[src/hdl/vau_pkg.sv]
`default_nettype none

package vau_pkg;

  localparam int DataWidthDef = 16;
  localparam int VecLen       = 3;

  typedef enum logic [2:0] {
    CMD_CROSS = 3'd0,
    CMD_DOT   = 3'd1,
    CMD_ADD   = 3'd2,
    CMD_SUB   = 3'd3,
    CMD_SCALE = 3'd4,
    CMD_DIV   = 3'd5,
    CMD_EQ    = 3'd6,
    CMD_ZERO  = 3'd7
  } cmd_e;

  // Per-lane status that travels with the data through the lane pipeline
  typedef struct packed {
    cmd_e cmd;
    logic div_zero;
    logic eq;
    logic zero;
  } lane_flags_t;

endpackage

`default_nettype wire

[src/hdl/vau_lane.sv]
`default_nettype none

// One vector component: multipliers and add/sub in the first stage, then a
// restoring divider that resolves one quotient bit per stage.
module vau_lane #(
  parameter int DATA_WIDTH = vau_pkg::DataWidthDef
) (
  input  wire logic                    clk_i,
  input  wire logic                    en_i,
  input  wire vau_pkg::cmd_e           cmd_i,
  input  wire logic [DATA_WIDTH-1:0]   a_c_i,
  input  wire logic [DATA_WIDTH-1:0]   a_n_i,
  input  wire logic [DATA_WIDTH-1:0]   a_p_i,
  input  wire logic [DATA_WIDTH-1:0]   b_c_i,
  input  wire logic [DATA_WIDTH-1:0]   b_n_i,
  input  wire logic [DATA_WIDTH-1:0]   b_p_i,
  input  wire logic [DATA_WIDTH-1:0]   scalar_i,
  output logic [DATA_WIDTH-1:0]        res_o,
  output logic [DATA_WIDTH-1:0]        dot_term_o,
  output vau_pkg::lane_flags_t         flags_o
);

  localparam int W = DATA_WIDTH;

  logic [W-1:0] mul_m;
  logic [W-1:0] mul_n;
  logic [W-1:0] mul_d;
  logic [W-1:0] mul_m_a;
  logic [W-1:0] mul_m_b;

  logic [W-1:0]         pm_q;
  logic [W-1:0]         pn_q;
  logic [W-1:0]         pd_q;
  logic [W-1:0]         as_q;
  logic [W-1:0]         num1_q;
  logic [W-1:0]         den1_q;
  logic                 neg1_q;
  vau_pkg::lane_flags_t flags1_q;
  logic [W-1:0]         vec1;

  logic [W-1:0]         rem_q   [W];
  logic [W-1:0]         num_q   [W];
  logic [W-1:0]         quo_q   [W];
  logic [W-1:0]         den_q   [W];
  logic [W-1:0]         vec_q   [W];
  logic [W-1:0]         dot_q   [W];
  logic                 neg_q   [W];
  vau_pkg::lane_flags_t flags_q [W];

  logic [W-1:0] quo_signed;

  // Scale and the first cross term share one multiplier
  assign mul_m_a = (cmd_i == vau_pkg::CMD_SCALE) ? a_c_i : a_n_i;
  assign mul_m_b = (cmd_i == vau_pkg::CMD_SCALE) ? scalar_i : b_p_i;
  assign mul_m   = mul_m_a * mul_m_b;
  assign mul_n   = a_p_i * b_n_i;
  assign mul_d   = a_c_i * b_c_i;

  always_ff @(posedge clk_i) begin
    if (en_i) begin
      pm_q            <= mul_m;
      pn_q            <= mul_n;
      pd_q            <= mul_d;
      as_q            <= (cmd_i == vau_pkg::CMD_SUB) ? (a_c_i - b_c_i) : (a_c_i + b_c_i);
      num1_q          <= a_c_i[W-1] ? (~a_c_i + 1'b1) : a_c_i;
      den1_q          <= scalar_i[W-1] ? (~scalar_i + 1'b1) : scalar_i;
      neg1_q          <= a_c_i[W-1] ^ scalar_i[W-1];
      flags1_q.cmd      <= cmd_i;
      flags1_q.div_zero <= (scalar_i == '0);
      flags1_q.eq       <= (a_c_i == b_c_i);
      flags1_q.zero     <= (a_c_i == '0);
    end
  end

  always_comb begin
    case (flags1_q.cmd)
      vau_pkg::CMD_CROSS: vec1 = pm_q - pn_q;
      vau_pkg::CMD_SCALE: vec1 = pm_q;
      vau_pkg::CMD_ADD,
      vau_pkg::CMD_SUB:   vec1 = as_q;
      default:            vec1 = '0;
    endcase
  end

  for (genvar s = 0; s < W; s++) begin : g_stage
    logic [W-1:0]         rem_in;
    logic [W-1:0]         num_in;
    logic [W-1:0]         quo_in;
    logic [W-1:0]         den_in;
    logic [W-1:0]         vec_in;
    logic [W-1:0]         dot_in;
    logic                 neg_in;
    vau_pkg::lane_flags_t flags_in;
    logic [W:0]           trial;
    logic [W:0]           diff;
    logic                 ge;

    if (s == 0) begin : g_first
      assign rem_in   = '0;
      assign num_in   = num1_q;
      assign quo_in   = '0;
      assign den_in   = den1_q;
      assign vec_in   = vec1;
      assign dot_in   = pd_q;
      assign neg_in   = neg1_q;
      assign flags_in = flags1_q;
    end else begin : g_next
      assign rem_in   = rem_q[s-1];
      assign num_in   = num_q[s-1];
      assign quo_in   = quo_q[s-1];
      assign den_in   = den_q[s-1];
      assign vec_in   = vec_q[s-1];
      assign dot_in   = dot_q[s-1];
      assign neg_in   = neg_q[s-1];
      assign flags_in = flags_q[s-1];
    end

    // Bring down the next dividend bit and try the subtract
    assign trial = {rem_in, num_in[W-1]};
    assign diff  = trial - {1'b0, den_in};
    assign ge    = (trial >= {1'b0, den_in});

    always_ff @(posedge clk_i) begin
      if (en_i) begin
        rem_q[s]   <= ge ? diff[W-1:0] : trial[W-1:0];
        num_q[s]   <= {num_in[W-2:0], 1'b0};
        quo_q[s]   <= {quo_in[W-2:0], ge};
        den_q[s]   <= den_in;
        vec_q[s]   <= vec_in;
        dot_q[s]   <= dot_in;
        neg_q[s]   <= neg_in;
        flags_q[s] <= flags_in;
      end
    end
  end

  assign quo_signed = neg_q[W-1] ? (~quo_q[W-1] + 1'b1) : quo_q[W-1];

  always_comb begin
    if (flags_q[W-1].cmd == vau_pkg::CMD_DIV) begin
      res_o = flags_q[W-1].div_zero ? '0 : quo_signed;
    end else begin
      res_o = vec_q[W-1];
    end
  end

  assign dot_term_o = dot_q[W-1];
  assign flags_o    = flags_q[W-1];

endmodule

`default_nettype wire

[config.mk]
export PLATFORM = sky130hd
export DESIGN_NAME = vau_lane
export DESIGN_NICKNAME = d
export VERILOG_FILES = /design/src/hdl/vau_pkg.sv /design/src/hdl/vau_lane.sv
export SDC_FILE = /design/constraint.sdc
export NUM_CORES = 2
export LEC_CHECK = 0
export BUFFER_PORTS_ARGS = -buffer_cell sky130_fd_sc_hd__clkbuf_2
export CORE_MARGIN = 1.5
export CORE_UTILIZATION = 35
export CTS_BUF_LIST = sky130_fd_sc_hd__clkbuf_4 sky130_fd_sc_hd__clkbuf_8
export CTS_CLUSTER_SIZE = 25
export DETAILED_ROUTE_END_ITERATION = 16
export SLEW_MARGIN = 10
export SYNTH_ARGS = -nofsm -noshare
export SYNTH_HDL_FRONTEND = slang
export SYNTH_SLANG_ARGS = --single-unit
export TNS_END_PERCENT = 50
[constraint.sdc]
create_clock -name clk_i -period 8.9 [get_ports clk_i]
set_clock_uncertainty 0.05 [all_clocks]
set_input_delay 1.78 -clock clk_i [delete_from_list [all_inputs] [get_ports clk_i]]
set_output_delay 1.78 -clock clk_i [all_outputs]
set_load 0.01 [all_outputs]
==> results.py <==
metrics = {
    "timing": {
        "hold_violations": 0,
        "slew_headroom_pct": 18.84,
        "clock.fmax_mhz": 142.5,
        "slew_violations": 0,
        "tightest_slew_ns": 1.187,
        "min_period_over_period_pct": 78.85,
        "setup_viol": 0,
        "rsz0062_at_grt": "false",
        "period_needed_ns": 7.018,
        "final.setup.worst_slack_ns": 1.882,
        "finalSetupTns_ns": 0,
    },
    "logic_synthesis": {
        "synth_compound_area_share_pct": 7.056,
        "synth_area_leaders": "edfxtp_1 60%, ha_1 7.4%, fa_1 7.0%",
        "synth_top_area_share_pct": 59.51,
        "yosys-top-cells-count": "1463 x edfxtp_1, 690 x inv_1, 437 x ha_1",
        "yosys.area_share.simple_pct": 8.634,
        "yosysWarningCount": 0,
        "synth_cell_type_count": 71,
        "yosysSeqAreaShare_pct": 59.51,
        "syn_nets": 6412,
        "synth_edf_count": 1463,
        "synthXorXnorAreaFrac_pct": 4.200,
        "synth_fa_ha_area_share_pct": 14.38,
        "netlist_area_um2": 73820,
        "synth_top_family_by_area": "adder cells",
        "yosysMostFrequentCell": "edfxtp_1",
        "synth_top_cell_by_area": "edfxtp_1",
        "syn-instance-count": 5601,
        "ys_async_sr_fraction_pct": 0,
        "synth-seq-cells": 1463,
        "avgSynthCellArea_um2": 13.18,
        "muxShareOfSynthArea_pct": 1.859,
        "ys.flop_type": "edfxtp_1",
    },
    "setup_path": {
        "crit_type": "input pin to register",
        "startpoint_type": "input pin",
        "crit_arrival_ns": 7.62,
        "rr_worst_depth": 9,
        "cp-end-kind": "register",
        "crit_fanout": 43,
        "required_ns": 9.51,
    },
    "final_layout": {
        "regArea_um2": 43930,
        "final_util_pct": 39.31,
        "final_nets": 6687,
        "areaGrowthSynthToFinish_pct": 11.61,
        "nFillCells": 19690,
        "drive_above_1_share_pct": 11.21,
        "multi_input_area_um2": 26720,
        "fin_cells": 8863,
    },
    "global_route": {
        "top_usage_layer": "met2",
        "grt_use_met1_pct": 15.73,
        "antenna_found_initial": 4,
        "grt_use_met2_pct": 23.39,
        "grt_max_degree": 183,
        "met3_usage_pct": 2.076,
        "grt_pass1_wl_mm": 225.0,
        "grt.total_usage_pct": 13.20,
        "gr-total-overflow": 0,
        "grt_pass1_vias": 43050,
    },
    "floorplanning": {
        "die_height_um": 462.3,
        "fp.dieW_um": 462.3,
        "coreArea_um2": 209600,
        "dieArea_um2": 213700,
        "start_util_pct": 35.22,
        "ios": 155,
        "rows": 168,
    },
    "cts": {
        "cts_setup_buffers": 0,
        "cts-root-buf": "clkbuf_8",
        "clk_pin_slew_worst_paths_ns": 0.06,
        "numCtsBuffers": 225,
        "cts_hold_buf": 0,
        "cts_buffer_depth": 3,
        "cts-htree-levels": 4,
        "worstSkewPairLatency_ns": 0.94,
        "cts_tree": "yes",
        "ctsResizeCount": 0,
        "cts.sinks": 1463,
    },
    "route": {
        "via_per_inst": 4.732,
        "wl_per_cell_um": 15.93,
        "first_pass_iters": 5,
        "drc": 0,
        "wirelength_mm": 141.2,
        "via_count": 41940,
        "drtAntennaViolNets": 0,
        "drt_iter0_drc": 2603,
    },
    "placement": {
        "dp_cells": 8454,
        "hpwl_mm": 103.1,
        "post-place-ws_ns": 0.9015,
        "io_buffers": 154,
        "place.gp.congestion": 0.8955,
    },
    "power_and_ir_drop": {
        "power_mw": 24.43,
        "powerDensity_nw_per_um2": 296.5,
        "peakVddDrop_mv": 0.2174,
        "leakage_nw": 32.40,
    },
    "hold_path": {
        "hold-path-cell-count": 0,
        "hold_class": "register to register",
    },
    "job": {
        "maxCapViolCount": 0,
    },
    "run_status": {
        "status": "finished clean",
    },
}
-- worst max-delay path, cell delays in order --
cell and delay (ns):
clkbuf_2 0.10, nor3b_2 0.25, buf_12 0.30, mux2i_1 0.87, nor2_1 0.12, fa_1 0.52, inv_1 0.05, fa_1 0.47
fa_1 0.51, inv_1 0.05, fa_1 0.50, fa_1 0.49, inv_1 0.05, fa_1 0.47, inv_1 0.04, ha_1 0.33
or2_2 0.31, a21oi_1 0.16, a21oi_1 0.07, xor2_1 0.15
-- worst paths after layout --
check	from	to	slack (ns)
worst max-delay path	cmd_i[0]	pm_q[14]	1.88
worst min-delay path	flags_q[1][14]	flags_q[1][20]	0.30
worst max register to register	den_q[1][33]	rem_q[11][7]	5.09
worst min register to register	flags_q[1][14]	flags_q[1][20]	0.30
-- placed cells by master (no fill, tap or decap), types with 61 or more instances in the layout --
cell	netlist	layout
clkbuf_8	0	226
o21ai_0	181	181
and2_1	135	135
nor3_1	97	97
xnor2_1	236	236
nand2_1	378	378
fa_1	257	257
nor2b_1	63	63
mux2_2	81	81
inv_1	690	690
nor2_1	330	330
edfxtp_1	1463	1463
a21oi_1	237	235
clkbuf_2	0	153
xor2_1	118	118
clkbuf_4	0	74
ha_1	437	437
clkinv_1	0	66
nand3_1	61	61
-- report_power, final --
part           switching [mW]  internal, mW  total [mW]  leakage, nW
registers               0.429          9.18        9.61         14.3
clock network            2.59          2.84        5.43         2.33
logic                    5.22          4.17        9.39         15.7
-- state kept, by name (all words and copies together), names as in the netlist, 96 cells and up --
register  flops
den_q       240
flags_q      96
rem_q       240
dot_q       256
vec_q       256
quo_q       136
num_q       120
-- layout make-up --
cell class	count	share of cell area, %
Clock buffer	300	4.450
Inverter	691	3.148
Clock inverter	108	0.9780
Timing Repair Buffer	191	1.412
Tap cell	2805	4.260
Sequential cell	1463	53.32
Antenna cell	1	0.003037
Multi-Input combinational cell	3304	32.43
-- metrics by stage --
step,cell area (µm²),hold WS (ns)
2_1_floorplan,73820,0.3503
3_3_place_gp,77920,0.3515
3_5_place_dp,77920,0.3545
4_1_cts,82390,0.3031
5_1_grt,82390,0.3072
6_report,82390,0.3005
-- metal layers --
layer	up-vias	part of all wire, %
li1	20430	-
met1	20300	42
met2	903	50
met3	307	3.9
met4	0	3.6
met5	-	0
-- kinds of logic (layout without fill, tap and decap cells) --
group | count (synthesis) | after routing
adders and majority gates | 694 | 694
other | 0 | 1
xor gates and xnor gates | 354 | 354
and+or+nand+nor | 1324 | 1324
DFF | 1463 | 1463
AOI/OAI and AO/OA | 805 | 805
buffers and inverters | 834 | 1290
muxes | 127 | 127
No activity file was read; power rests on OpenSTA's default activity.
