<file path="src/hdl/vau_pkg.sv">
`default_nettype none

package vau_pkg;

  localparam int DataWidthDef = 16;
  localparam int VecLen       = 3;

  typedef enum logic [2:0] {
    CMD_CROSS = 3'd0,
    CMD_DOT   = 3'd1,
    CMD_ADD   = 3'd2,
    CMD_SUB   = 3'd3,
    CMD_SCALE = 3'd4,
    CMD_DIV   = 3'd5,
    CMD_EQ    = 3'd6,
    CMD_ZERO  = 3'd7
  } cmd_e;

  // Per-lane status that travels with the data through the lane pipeline
  typedef struct packed {
    cmd_e cmd;
    logic div_zero;
    logic eq;
    logic zero;
  } lane_flags_t;

endpackage

`default_nettype wire

</file>
<file path="src/hdl/vau_merge.sv">
`default_nettype none

// Combine the three lanes into one result beat and hold it in the output register.
module vau_merge #(
  parameter int DATA_WIDTH = vau_pkg::DataWidthDef
) (
  input  wire logic                  clk_i,
  input  wire logic                  en_i,
  input  wire logic [DATA_WIDTH-1:0] res_i      [vau_pkg::VecLen],
  input  wire logic [DATA_WIDTH-1:0] dot_term_i [vau_pkg::VecLen],
  input  wire vau_pkg::lane_flags_t  flags_i    [vau_pkg::VecLen],
  output logic [DATA_WIDTH-1:0]      r_o        [vau_pkg::VecLen],
  output logic [DATA_WIDTH-1:0]      dot_value_o,
  output logic                       test_flag_o,
  output logic                       divide_error_o
);

  vau_pkg::cmd_e         cmd;
  logic [DATA_WIDTH-1:0] dot_sum;
  logic                  all_eq;
  logic                  all_zero;
  logic                  test_d;

  assign cmd = flags_i[0].cmd;

  always_comb begin
    dot_sum  = '0;
    all_eq   = 1'b1;
    all_zero = 1'b1;
    for (int i = 0; i < vau_pkg::VecLen; i++) begin
      dot_sum  = dot_sum + dot_term_i[i];
      all_eq   = all_eq & flags_i[i].eq;
      all_zero = all_zero & flags_i[i].zero;
    end
  end

  always_comb begin
    case (cmd)
      vau_pkg::CMD_EQ:   test_d = all_eq;
      vau_pkg::CMD_ZERO: test_d = all_zero;
      default:           test_d = 1'b0;
    endcase
  end

  always_ff @(posedge clk_i) begin
    if (en_i) begin
      r_o            <= res_i;
      dot_value_o    <= (cmd == vau_pkg::CMD_DOT) ? dot_sum : '0;
      test_flag_o    <= test_d;
      divide_error_o <= (cmd == vau_pkg::CMD_DIV) && flags_i[0].div_zero;
    end
  end

endmodule

`default_nettype wire

</file>
<file path="config.mk">
export PLATFORM = sky130hd
export DESIGN_NAME = vau_merge
export DESIGN_NICKNAME = d
export VERILOG_FILES = /design/src/hdl/vau_pkg.sv /design/src/hdl/vau_merge.sv
export SDC_FILE = /design/constraint.sdc
export NUM_CORES = 1
export LEC_CHECK = 0
export ABC_CLOCK_PERIOD_IN_PS = 2700
export BUFFER_PORTS_ARGS = -buffer_cell sky130_fd_sc_hd__buf_2
export CAP_MARGIN = 20
export CORE_UTILIZATION = 40
export CTS_CLUSTER_SIZE = 14
export DETAILED_ROUTE_END_ITERATION = 12
export PLACE_DENSITY_LB_ADDON = 0.1
export SLEW_MARGIN = 25
export SYNTH_ARGS = -nofsm -noshare
export SYNTH_HDL_FRONTEND = slang
export SYNTH_SLANG_ARGS = --single-unit
</file>
<file path="constraint.sdc">
create_clock -name clk_i -period 2.7 [get_ports clk_i]
set_input_delay 0.27 -clock clk_i [delete_from_list [all_inputs] [get_ports clk_i]]
set_output_delay 0.27 -clock clk_i [all_outputs]
set_load 0.01 [all_outputs]
</file>
==> qor.csv, run 1 <==
stage,metric,value,unit
run_status,outcome,finished clean,
place,place_congestion,0.735,
grt,gr-usage-all-layers,17.5,%
synth,yosys_warnings,0,
place,dp_hpwl,5.56,mm
floorplan,initial_core_util,41.3,%
synth,synth_area_leaders,"edfxtp_1 (62%), fa_1 (10%), ha_1 (5.5%)",
layout,fill_cells,691,
grt,antenna_found_initial,0,
floorplan,die_h,91.1,um
clocking,cts_resized,0,
sta,setup_viol,0,
clocking,cts_sinks,66,
layout,layout-drive-gt1-share,48.9,%
synth,synth_top_area_cell,edfxtp_1,
synth,synth.net_count,356,
sta,hold_viol_final,0,
clocking,cts_setup_buffers,0,
sta,period_share,90.6,%
synth,synth.yosys.seq_area_share,62.5,%
synth,synth_area,3170,um^2
hold_path,hp-class,in -> reg,
clocking,clockBufferDepth,2,
drt,vias,2385,
synth,ys_seq_elements,66,
drt,wirelength,7.06,mm
grt,grt_pass1_wl,10.9,mm
power_and_ir_drop,p_clk_share,32.4,%
sta,setup_ws,0.255,ns
worst_setup_path,crit_type,in -> reg,
grt,overflow,0,
grt,grt_pass1_vias,2252,
place,portBuffers,173,
drt,wl_per_cell,14.0,um
clocking,numCtsBuffers,9,
power_and_ir_drop,ir_drop,0.256,mV
layout,area_delta_synth_final,39.0,%
worst_setup_path,start_kind,input port,
layout,nNetsFinal,542,
layout,final_cells,503,
clocking,cts.clk_slew.worst_paths,0.08,ns
floorplan,die_x,91.1,um
place,post-place-ws,-0.0777,ns
synth,synth_cell_types,41,
worst_setup_path,cp_max_fo,4,
sta,worstMarginPinSlew,0.721,ns
clocking,root_buffer,clkbuf_8,
power_and_ir_drop,p_switching,745,uW
place,post_dp_cell_area,4190,um^2
sta,rsz0062_at_grt,no,
clocking,hold_buffers,0,
sta,slew_headroom,51.9,%
synth,synth_ff_type,edfxtp_1,
hold_path,whs_path_depth,1,
sta,fin_crit,2.45,ns
drt,drc,0,
synth,async_reset_ff_share,0,%
synth,syn_area_per_cell,15.1,um^2
worst_setup_path,worstSetupEndpointType,register,
worst_setup_path,required,2.88,ns
drt,final_antenna_net_count,0,
layout,num_antenna_cells,0,
synth,yosysTopAreaCellShare,62.5,%
sta,drv_slew,0,
drt,via_per_inst,4.74,
power_and_ir_drop,cellLeakagePower,0.00197,uW
place,place_inst,487,
floorplan,rows,32,
power_and_ir_drop,pwr-share-comb,23.1,%
synth,synth_edf_count,66,
worst_setup_path,arrival,2.62,ns
power_and_ir_drop,power_density,630,nW/um^2
grt,grt_max_degree,37,
synth,postSynthCellCount,210,
floorplan,dieArea,8290,um^2
sta,max_freq,0.409,GHz
clocking,cts_tree,done,
clocking,htree_levels,3,
layout,design_area,4410,um^2
power_and_ir_drop,seq_power_share,44.5,%
layout,final_core_util,57.4,%
floorplan,io_pins,182,
floorplan,core,7690,um^2
power_and_ir_drop,p_int,2040,uW
drt,drt_first_pass_iters,4,
drt,drtIter0Drc,85,
flow_run,cap_violations,0,
power_and_ir_drop,finalPower,2780,uW
power_and_ir_drop,swShare,26.8,%
## critical path: stages
cell and delay, ns:
buf_2 0.11, fa_1 0.53, ha_1 0.16, inv_1 0.05
fa_1 0.36, and2b_1 0.25, o2111ai_1 0.21, a211o_1 0.40
a21o_1 0.17, a21oi_1 0.12
## synth_stat cells (3+ instances only)
| master | instances |
|---|---|
| nor2_1 | 12 |
| a21o_1 | 8 |
| nand3_1 | 6 |
| nand2_1 | 7 |
| edfxtp_1 | 66 |
| o21ai_0 | 7 |
| fa_1 | 16 |
| inv_1 | 9 |
| xnor2_1 | 5 |
| nor3_1 | 6 |
| a21oi_1 | 7 |
| nand4_1 | 4 |
| nand2b_1 | 4 |
| ha_1 | 14 |
| a211oi_1 | 4 |
| o21a_1 | 3 |
## kinds of logic after synthesis
logic type	synth area share, %
DFF	62.5
and+or+nand+nor	8.52
AOI/OAI and AO/OA	9.07
adders and majority gates	15.6
buffers and inverters	1.77
xor gates and xnor gates	1.93
muxes	0.631
## final timing paths
check | start | end | slack [ns]
setup / recovery | dot_term_i[1] | dot_value_o[11] | 0.25
hold / removal | res_i[26] | r_o[26] | 0.11
## power by group through the flow
stage               Combinational (uW)  Clock, uW  Sequential [uW]
floorplan                          335          0             1310
global placement                   637          0             1260
detailed placement                 647          0             1260
CTS                                650        929             1240
global route                       721        968             1240
finish                             644        900             1240
## sequential cells by signal, indices dropped and copies added, names as in the netlist
name	cells
test_flag_o	1
dot_value_o	16
r_o	48
divide_error_o	1
## per-layer routing
layer,vias to the layer above,routed length (um),share of wire (%),global-route usage (%)
li1,1167,-,-,-
met1,1107,3010,43,21.7
met2,102,3570,51,29.7
met3,9,368,5.2,3.43
met4,0,106,1.5,7.80
met5,-,0,0,0
## final cells by class
type	instances	area (um^2)	area share, %
flip-flops and latches	66	1980	44.9
repair buffers	178	916	20.8
clock buffers	10	128	2.89
inverters	9	33.8	0.766
well taps	102	128	2.89
multi-input cells	132	1130	25.7
clock inverters	6	90.1	2.04
## stage by stage
step | hold slack [ns] | TNS, ns
after floorplan | 0.369 | 0
after global placement | 0.447 | -0.0489
after detailed placement | 0.448 | -0.243
after CTS | 0.0856 | 0
after global routing | 0.0867 | 0
final | 0.106 | 0
## cells in the final DEF, fill, tap and decap left out, drive strengths merged, types with 2 or more instances in the layout
cell / count
o21bai: 2
buf: 178
nor3b: 2
xnor2: 5
and3: 3
nand4: 4
mux2i: 2
edfxtp: 66
xor2: 2
bufinv: 2
fa: 16
nor3: 6
o211ai: 2
a21oi: 7
ha: 14
clkinv: 2
o21ai: 9
a211oi: 4
clkbuf: 10
nor2: 12
o21a: 3
a21o: 8
inv: 10
nand2: 7
nand2b: 4
nand3: 6
Power figures use the tool's default switching activity.
==> inputs of run 2 (changes only) <==
--- a/config.mk
+++ b/config.mk
@@ -8,6 +8,8 @@
 export ABC_CLOCK_PERIOD_IN_PS = 2700
 export BUFFER_PORTS_ARGS = -buffer_cell sky130_fd_sc_hd__buf_2
 export CAP_MARGIN = 20
+export CORE_ASPECT_RATIO = 0.7
+export CORE_MARGIN = 2
 export CORE_UTILIZATION = 40
 export CTS_CLUSTER_SIZE = 14
 export DETAILED_ROUTE_END_ITERATION = 12
==> qor.csv, run 2 (same netlist as run 1, synthesis figures left out) <==
stage,metric,value,unit,change
sta,tns,0,ns,unchanged
layout,final_cells,505,,+0.40%
layout,num_antenna_cells,0,,unchanged
layout,layout.area.seq,1980,um^2,unchanged
hold_path,hp-class,in -> reg,,
worst_setup_path,arrival,2.60,ns,-0.02 ns
power_and_ir_drop,ir_drop,0.335,mV,+31%
grt,gr-usage-all-layers,16.4,%,-1.1 points
worst_setup_path,start_kind,input port,,
power_and_ir_drop,seq_power_share,38.3,%,-6.2 points
clocking,numCtsBuffers,9,,unchanged
floorplan,core,7770,um^2,+1.1%
place,post-place-ws,-0.155,ns,-0.0769 ns
grt,antenna_found_initial,0,,unchanged
power_and_ir_drop,cellLeakagePower,0.00205,uW,+4.0%
grt,use_met2,26.5,%,-3.2 points
sta,slew_headroom,60.1,%,+8.1 points
layout,final_cell_mix,"buf_2 (173), edfxtp_1 (66), fa_1 (16)",,
floorplan,die_h,78.5,um,-14%
hold_path,min-delay-start,res_i[40],,
clocking,root_buffer,clkbuf_16,,
sta,hold_viol_final,0,,unchanged
floorplan,dieArea,8670,um^2,+4.6%
sta,fin_crit,2.54,ns,+0.0970 ns
place,place_inst,489,,+0.41%
floorplan,io_pins,182,,unchanged
sta,drv_slew,0,,unchanged
worst_setup_path,crit_type,in -> reg,,
layout,final_core_util,58.8,%,+1.4 points
drt,drt_first_pass_iters,4,,unchanged
place,dp_hpwl,5.81,mm,+4.4%
grt,overflow,0,,unchanged
clocking,hold_buffers,0,,unchanged
layout,top_regs,"r_o x48, dot_value_o x16",,
clocking,htree_levels,3,,unchanged
clocking,cts_setup_buffers,0,,unchanged
worst_setup_path,required,2.75,ns,-0.13 ns
drt,final_antenna_net_count,0,,unchanged
hold_path,whs_path_depth,1,,unchanged
sta,worstMarginPinSlew,0.599,ns,-0.122 ns
sta,max_freq,0.393,GHz,-3.8%
grt,busiest_layer,met2,,
sta,holdWs,0.127,ns,+0.0207 ns
layout,nNetsFinal,545,,+0.55%
grt,gr-usage-met3,5.02,%,+1.6 points
worst_setup_path,slowest_delay,0.54,ns,about the same
worst_setup_path,cp_common_cell,fa_1,,
floorplan,rows,27,,-16%
drt,wl_per_cell,14.4,um,+2.9%
hold_path,holdPathEnd,r_o[40],,
sta,setup_viol,0,,unchanged
power_and_ir_drop,power_density,709,nW/um^2,+12%
clocking,cts_tree,done,,
power_and_ir_drop,p_switching,803,uW,+7.8%
clocking,cts_resized,0,,unchanged
power_and_ir_drop,p_int,2430,uW,+20%
grt,use_met1,21.7,%,-0.027 points
drt,drtIter0Drc,118,,+39%
sta,setup_ws,0.158,ns,-0.0970 ns
grt,grt_max_degree,43,,+16%
flow_run,cap_violations,0,,unchanged
power_and_ir_drop,p_clk_share,41.1,%,+8.7 points
drt,via_per_inst,4.81,,+1.4%
clocking,cts.clk_slew.worst_paths,0.06,ns,-0.02 ns
run_status,outcome,finished clean,,
worst_setup_path,worstSetupEndpointType,register,,
layout,multi_input_area,1130,um^2,unchanged
floorplan,initial_core_util,40.8,%,-0.44 points
power_and_ir_drop,pwr-share-comb,20.6,%,-2.5 points
drt,wirelength,7.29,mm,+3.3%
clocking,cts_sinks,66,,unchanged
floorplan,die_x,110,um,+21%
sta,period_share,94.2,%,+3.6 points
clocking,clockBufferDepth,2,,unchanged
layout,layout_commonest_cell,buf_2,,
layout,fill_cells,663,,-4.1%
power_and_ir_drop,swShare,24.8,%,-2.0 points
sta,rsz0062_at_grt,no,,
drt,vias,2427,,+1.8%
place,place_congestion,0.792,,+7.8%
grt,grt_pass1_wl,11.2,mm,+2.4%
layout,largest_reg_flops,48,,unchanged
worst_setup_path,cp_max_fo,4,,unchanged
grt,grt_pass1_vias,2296,,+2.0%
layout,largest-register,r_o,,
worst_setup_path,critPathSlowestCell,fa_1,,
worst_setup_path,crit_chain,buf_2 > fa_1 > ha_1 > inv_1 > fa_1 > and2b_1 > o2111ai_1 > a211oi_1 > o21a_1 > nor3_1,,
drt,drc,0,,unchanged
layout,area_delta_synth_final,43.9,%,
layout,layout-drive-gt1-share,49.5,%,+0.63 points
place,portBuffers,173,,unchanged
[run 2: worst max-delay path, delay by kind of cell]
kind	cells	cell delay, ns
buffers and inverters	2	0.16
AND/OR/NAND/NOR	2	0.27
AO/OA/AOI/OAI	3	0.80
adder cells (fa/ha/maj)	3	1.09
[run 2: layer usage]
metal	part of all wire [%]	vias to the layer above	wire length, um
met4	0.93	0	68
met3	7.1	8	517
met5	0	-	0
met1	44	1130	3230
li1	-	1183	-
met2	48	106	3470
[run 2: area by class of cell]
type / instances / area share [%]
Clock buffer: 9 / 4.93
Clock inverter: 7 / 2.74
Multi-Input combinational cell: 132 / 24.9
Inverter: 9 / 0.740
Timing Repair Buffer: 181 / 20.6
Sequential cell: 66 / 43.4
Tap cell: 101 / 2.77
[run 2: power by group through the flow]
stage	registers, uW	logic, uW	clock network [uW]
floorplan	1310	335	0
global placement	1260	653	0
detailed placement	1260	663	0
CTS	1240	668	1360
global route	1250	737	1410
finish	1240	665	1330
[run 2: how the worst max path moves through the flow]
stage                              from              end  slack (ns)
final                     dot_term_i[1]   dot_value_o[9]        0.16
after CTS                 dot_term_i[1]  dot_value_o[13]        0.15
after global placement    dot_term_i[1]  dot_value_o[11]       -0.07
after detailed placement  dot_term_i[1]  dot_value_o[13]       -0.15
after floorplan           dot_term_i[1]  dot_value_o[11]        0.19
after global routing      dot_term_i[1]  dot_value_o[11]        0.06
[run 2: per-stage QoR]
step	power [uW]	area, um^2
CTS	3270	4570
finish	3240	4570
global placement	1910	4220
floorplan	1650	3170
detailed placement	1930	4220
global route	3390	4570
==> inputs of run 3 (changes only) <==
--- a/config.mk
+++ b/config.mk
@@ -6,15 +6,15 @@
 export NUM_CORES = 1
 export LEC_CHECK = 0
 export ABC_CLOCK_PERIOD_IN_PS = 2700
-export BUFFER_PORTS_ARGS = -buffer_cell sky130_fd_sc_hd__buf_2
 export CAP_MARGIN = 20
 export CORE_ASPECT_RATIO = 0.7
 export CORE_MARGIN = 2
 export CORE_UTILIZATION = 40
 export CTS_CLUSTER_SIZE = 14
 export DETAILED_ROUTE_END_ITERATION = 12
+export DONT_BUFFER_PORTS = 1
 export PLACE_DENSITY_LB_ADDON = 0.1
-export SLEW_MARGIN = 25
+export SLEW_MARGIN = 20
 export SYNTH_ARGS = -nofsm -noshare
 export SYNTH_HDL_FRONTEND = slang
 export SYNTH_SLANG_ARGS = --single-unit
==> qor.csv, run 3 (same netlist as run 1, synthesis figures left out) <==
stage,metric,value,unit,change
clocking,cts_tree,done,,
power_and_ir_drop,seq_power_share,43.9,%,+5.6 points
sta,hold_viol_final,0,,unchanged
floorplan,core,7770,um^2,unchanged
sta,rsz0062_at_grt,no,,
place,place_inst,314,,-36%
floorplan,rows,27,,unchanged
layout,top_regs,"r_o x48, dot_value_o x16",,
power_and_ir_drop,p_clk_share,41.9,%,+0.8 points
place,post_dp_cell_area,3320,um^2,-21%
sta,worstMarginPinSlew,0.436,ns,-0.163 ns
worst_setup_path,worstSetupEndpointType,register,,
drt,via_per_inst,5.59,,+16%
grt,antenna_found_initial,0,,unchanged
power_and_ir_drop,cellLeakagePower,0.00134,uW,-34%
worst_setup_path,required,2.87,ns,+0.12 ns
layout,final_cells,330,,-35%
sta,drv_slew,0,,unchanged
clocking,cts_resized,0,,unchanged
worst_setup_path,start_kind,input port,,
power_and_ir_drop,finalPower,2980,uW,-8.1%
run_status,outcome,finished clean,,
clocking,htree_levels,3,,unchanged
sta,max_freq,0.415,GHz,+5.6%
floorplan,initial_core_util,40.8,%,unchanged
layout,largest-register,r_o,,
drt,drt_first_pass_iters,4,,unchanged
place,place_congestion,0.788,,-0.52%
layout,largest_reg_flops,48,,unchanged
layout,area_delta_synth_final,14.9,%,
drt,vias,1844,,-24%
drt,wirelength,6.61,mm,-9.3%
layout,layout_commonest_cell,edfxtp_1,,
worst_setup_path,arrival,2.58,ns,-0.02 ns
clocking,cts.clk_slew.worst_paths,0.06,ns,about the same
drt,drtIter0Drc,112,,-5.1%
layout,design_area,3650,um^2,-20%
floorplan,die_h,78.5,um,unchanged
drt,final_antenna_net_count,0,,unchanged
grt,grt_max_degree,67,,+56%
drt,highest_layer,met4,,
power_and_ir_drop,swShare,24.9,%,+0.090 points
drt,drc,0,,unchanged
place,portBuffers,0,,-100%
sta,slew_headroom,70.9,%,+11 points
sta,period_share,89.1,%,-5.0 points
layout,num_antenna_cells,0,,unchanged
hold_path,whs_path_depth,0,,-1
power_and_ir_drop,ir_drop,0.485,mV,+45%
clocking,hold_buffers,0,,unchanged
grt,overflow,0,,unchanged
clocking,numCtsBuffers,9,,unchanged
worst_setup_path,crit_type,in -> reg,,
drt,wl_met2,3.09,mm,-11%
grt,gr-usage-all-layers,15.0,%,-1.4 points
power_and_ir_drop,pwr-share-comb,14.2,%,-6.4 points
worst_setup_path,cp_max_fo,4,,unchanged
grt,grt_pass1_wl,9.98,mm,-11%
hold_path,hp-class,in -> reg,,
power_and_ir_drop,power_density,816,nW/um^2,+15%
grt,grt_pass1_vias,1840,,-20%
clocking,cts_sinks,66,,unchanged
drt,drt-met1-wl,2.88,mm,-11%
sta,fin_crit,2.41,ns,-0.135 ns
sta,holdWs,0.0455,ns,-0.0811 ns
drt,wl_per_cell,20.0,um,+39%
power_and_ir_drop,p_switching,741,uW,-7.7%
floorplan,die_x,110,um,unchanged
layout,layout-drive-gt1-share,10.9,%,-39 points
flow_run,cap_violations,0,,unchanged
drt,dr_wl_met3,586,um,+13%
floorplan,io_pins,182,,unchanged
clocking,clockBufferDepth,2,,unchanged
clocking,root_buffer,clkbuf_16,,
layout,nNetsFinal,370,,-32%
clocking,cts_setup_buffers,0,,unchanged
place,dp_hpwl,4.99,mm,-14%
sta,setup_viol,0,,unchanged
floorplan,dieArea,8670,um^2,unchanged
layout,final_cell_mix,"edfxtp_1 (66), fa_1 (16), ha_1 (14)",,
power_and_ir_drop,p_int,2240,uW,-8.2%
-- run 3: final cells by class --
type | instances | area [um^2]
clock buffers | 9 | 225
clock inverters | 7 | 100
fillers | 681 | 4120
inverters | 9 | 33.8
multi-input cells | 132 | 1130
flip-flops and latches | 66 | 1980
well taps | 101 | 126
repair buffers | 6 | 45.0
-- run 3: worst paths after layout --
path | start | to | slack [ns]
min | res_i[20] | r_o[20] | 0.05
max | dot_term_i[1] | dot_value_o[11] | 0.29
-- run 3: metal layers --
metal,global-route usage [%],vias to the layer above
li1,-,825
met1,19.7,896
met2,22.3,116
met3,6.87,7
met4,4.50,0
met5,0,-
-- run 3: power by group through the flow --
stage | clock network, uW | registers [uW] | logic, uW
floorplan | 0 | 1310 | 335
CTS | 1290 | 1310 | 424
global route | 1330 | 1310 | 481
detailed placement | 0 | 1330 | 420
finish | 1250 | 1310 | 424
global placement | 0 | 1330 | 416
-- run 3: through the flow --
stage	TNS, ns	utilization [%]	worst slack, ns
2_1_floorplan	0	-	0.186
3_3_place_gp	-0.0124	42.8	-0.0124
5_1_grt	0	46.9	0.107
4_1_cts	0	46.9	0.287
3_5_place_dp	-0.0953	42.8	-0.0434
6_report	0	46.9	0.293
-- run 3: critical path, stage by stage --
cell and delay, ns:
fa_1 0.54, ha_1 0.17, inv_1 0.06, fa_1 0.38
and2b_1 0.23, o2111ai_1 0.22, a211o_1 0.41, a21o_1 0.17
a21oi_1 0.11
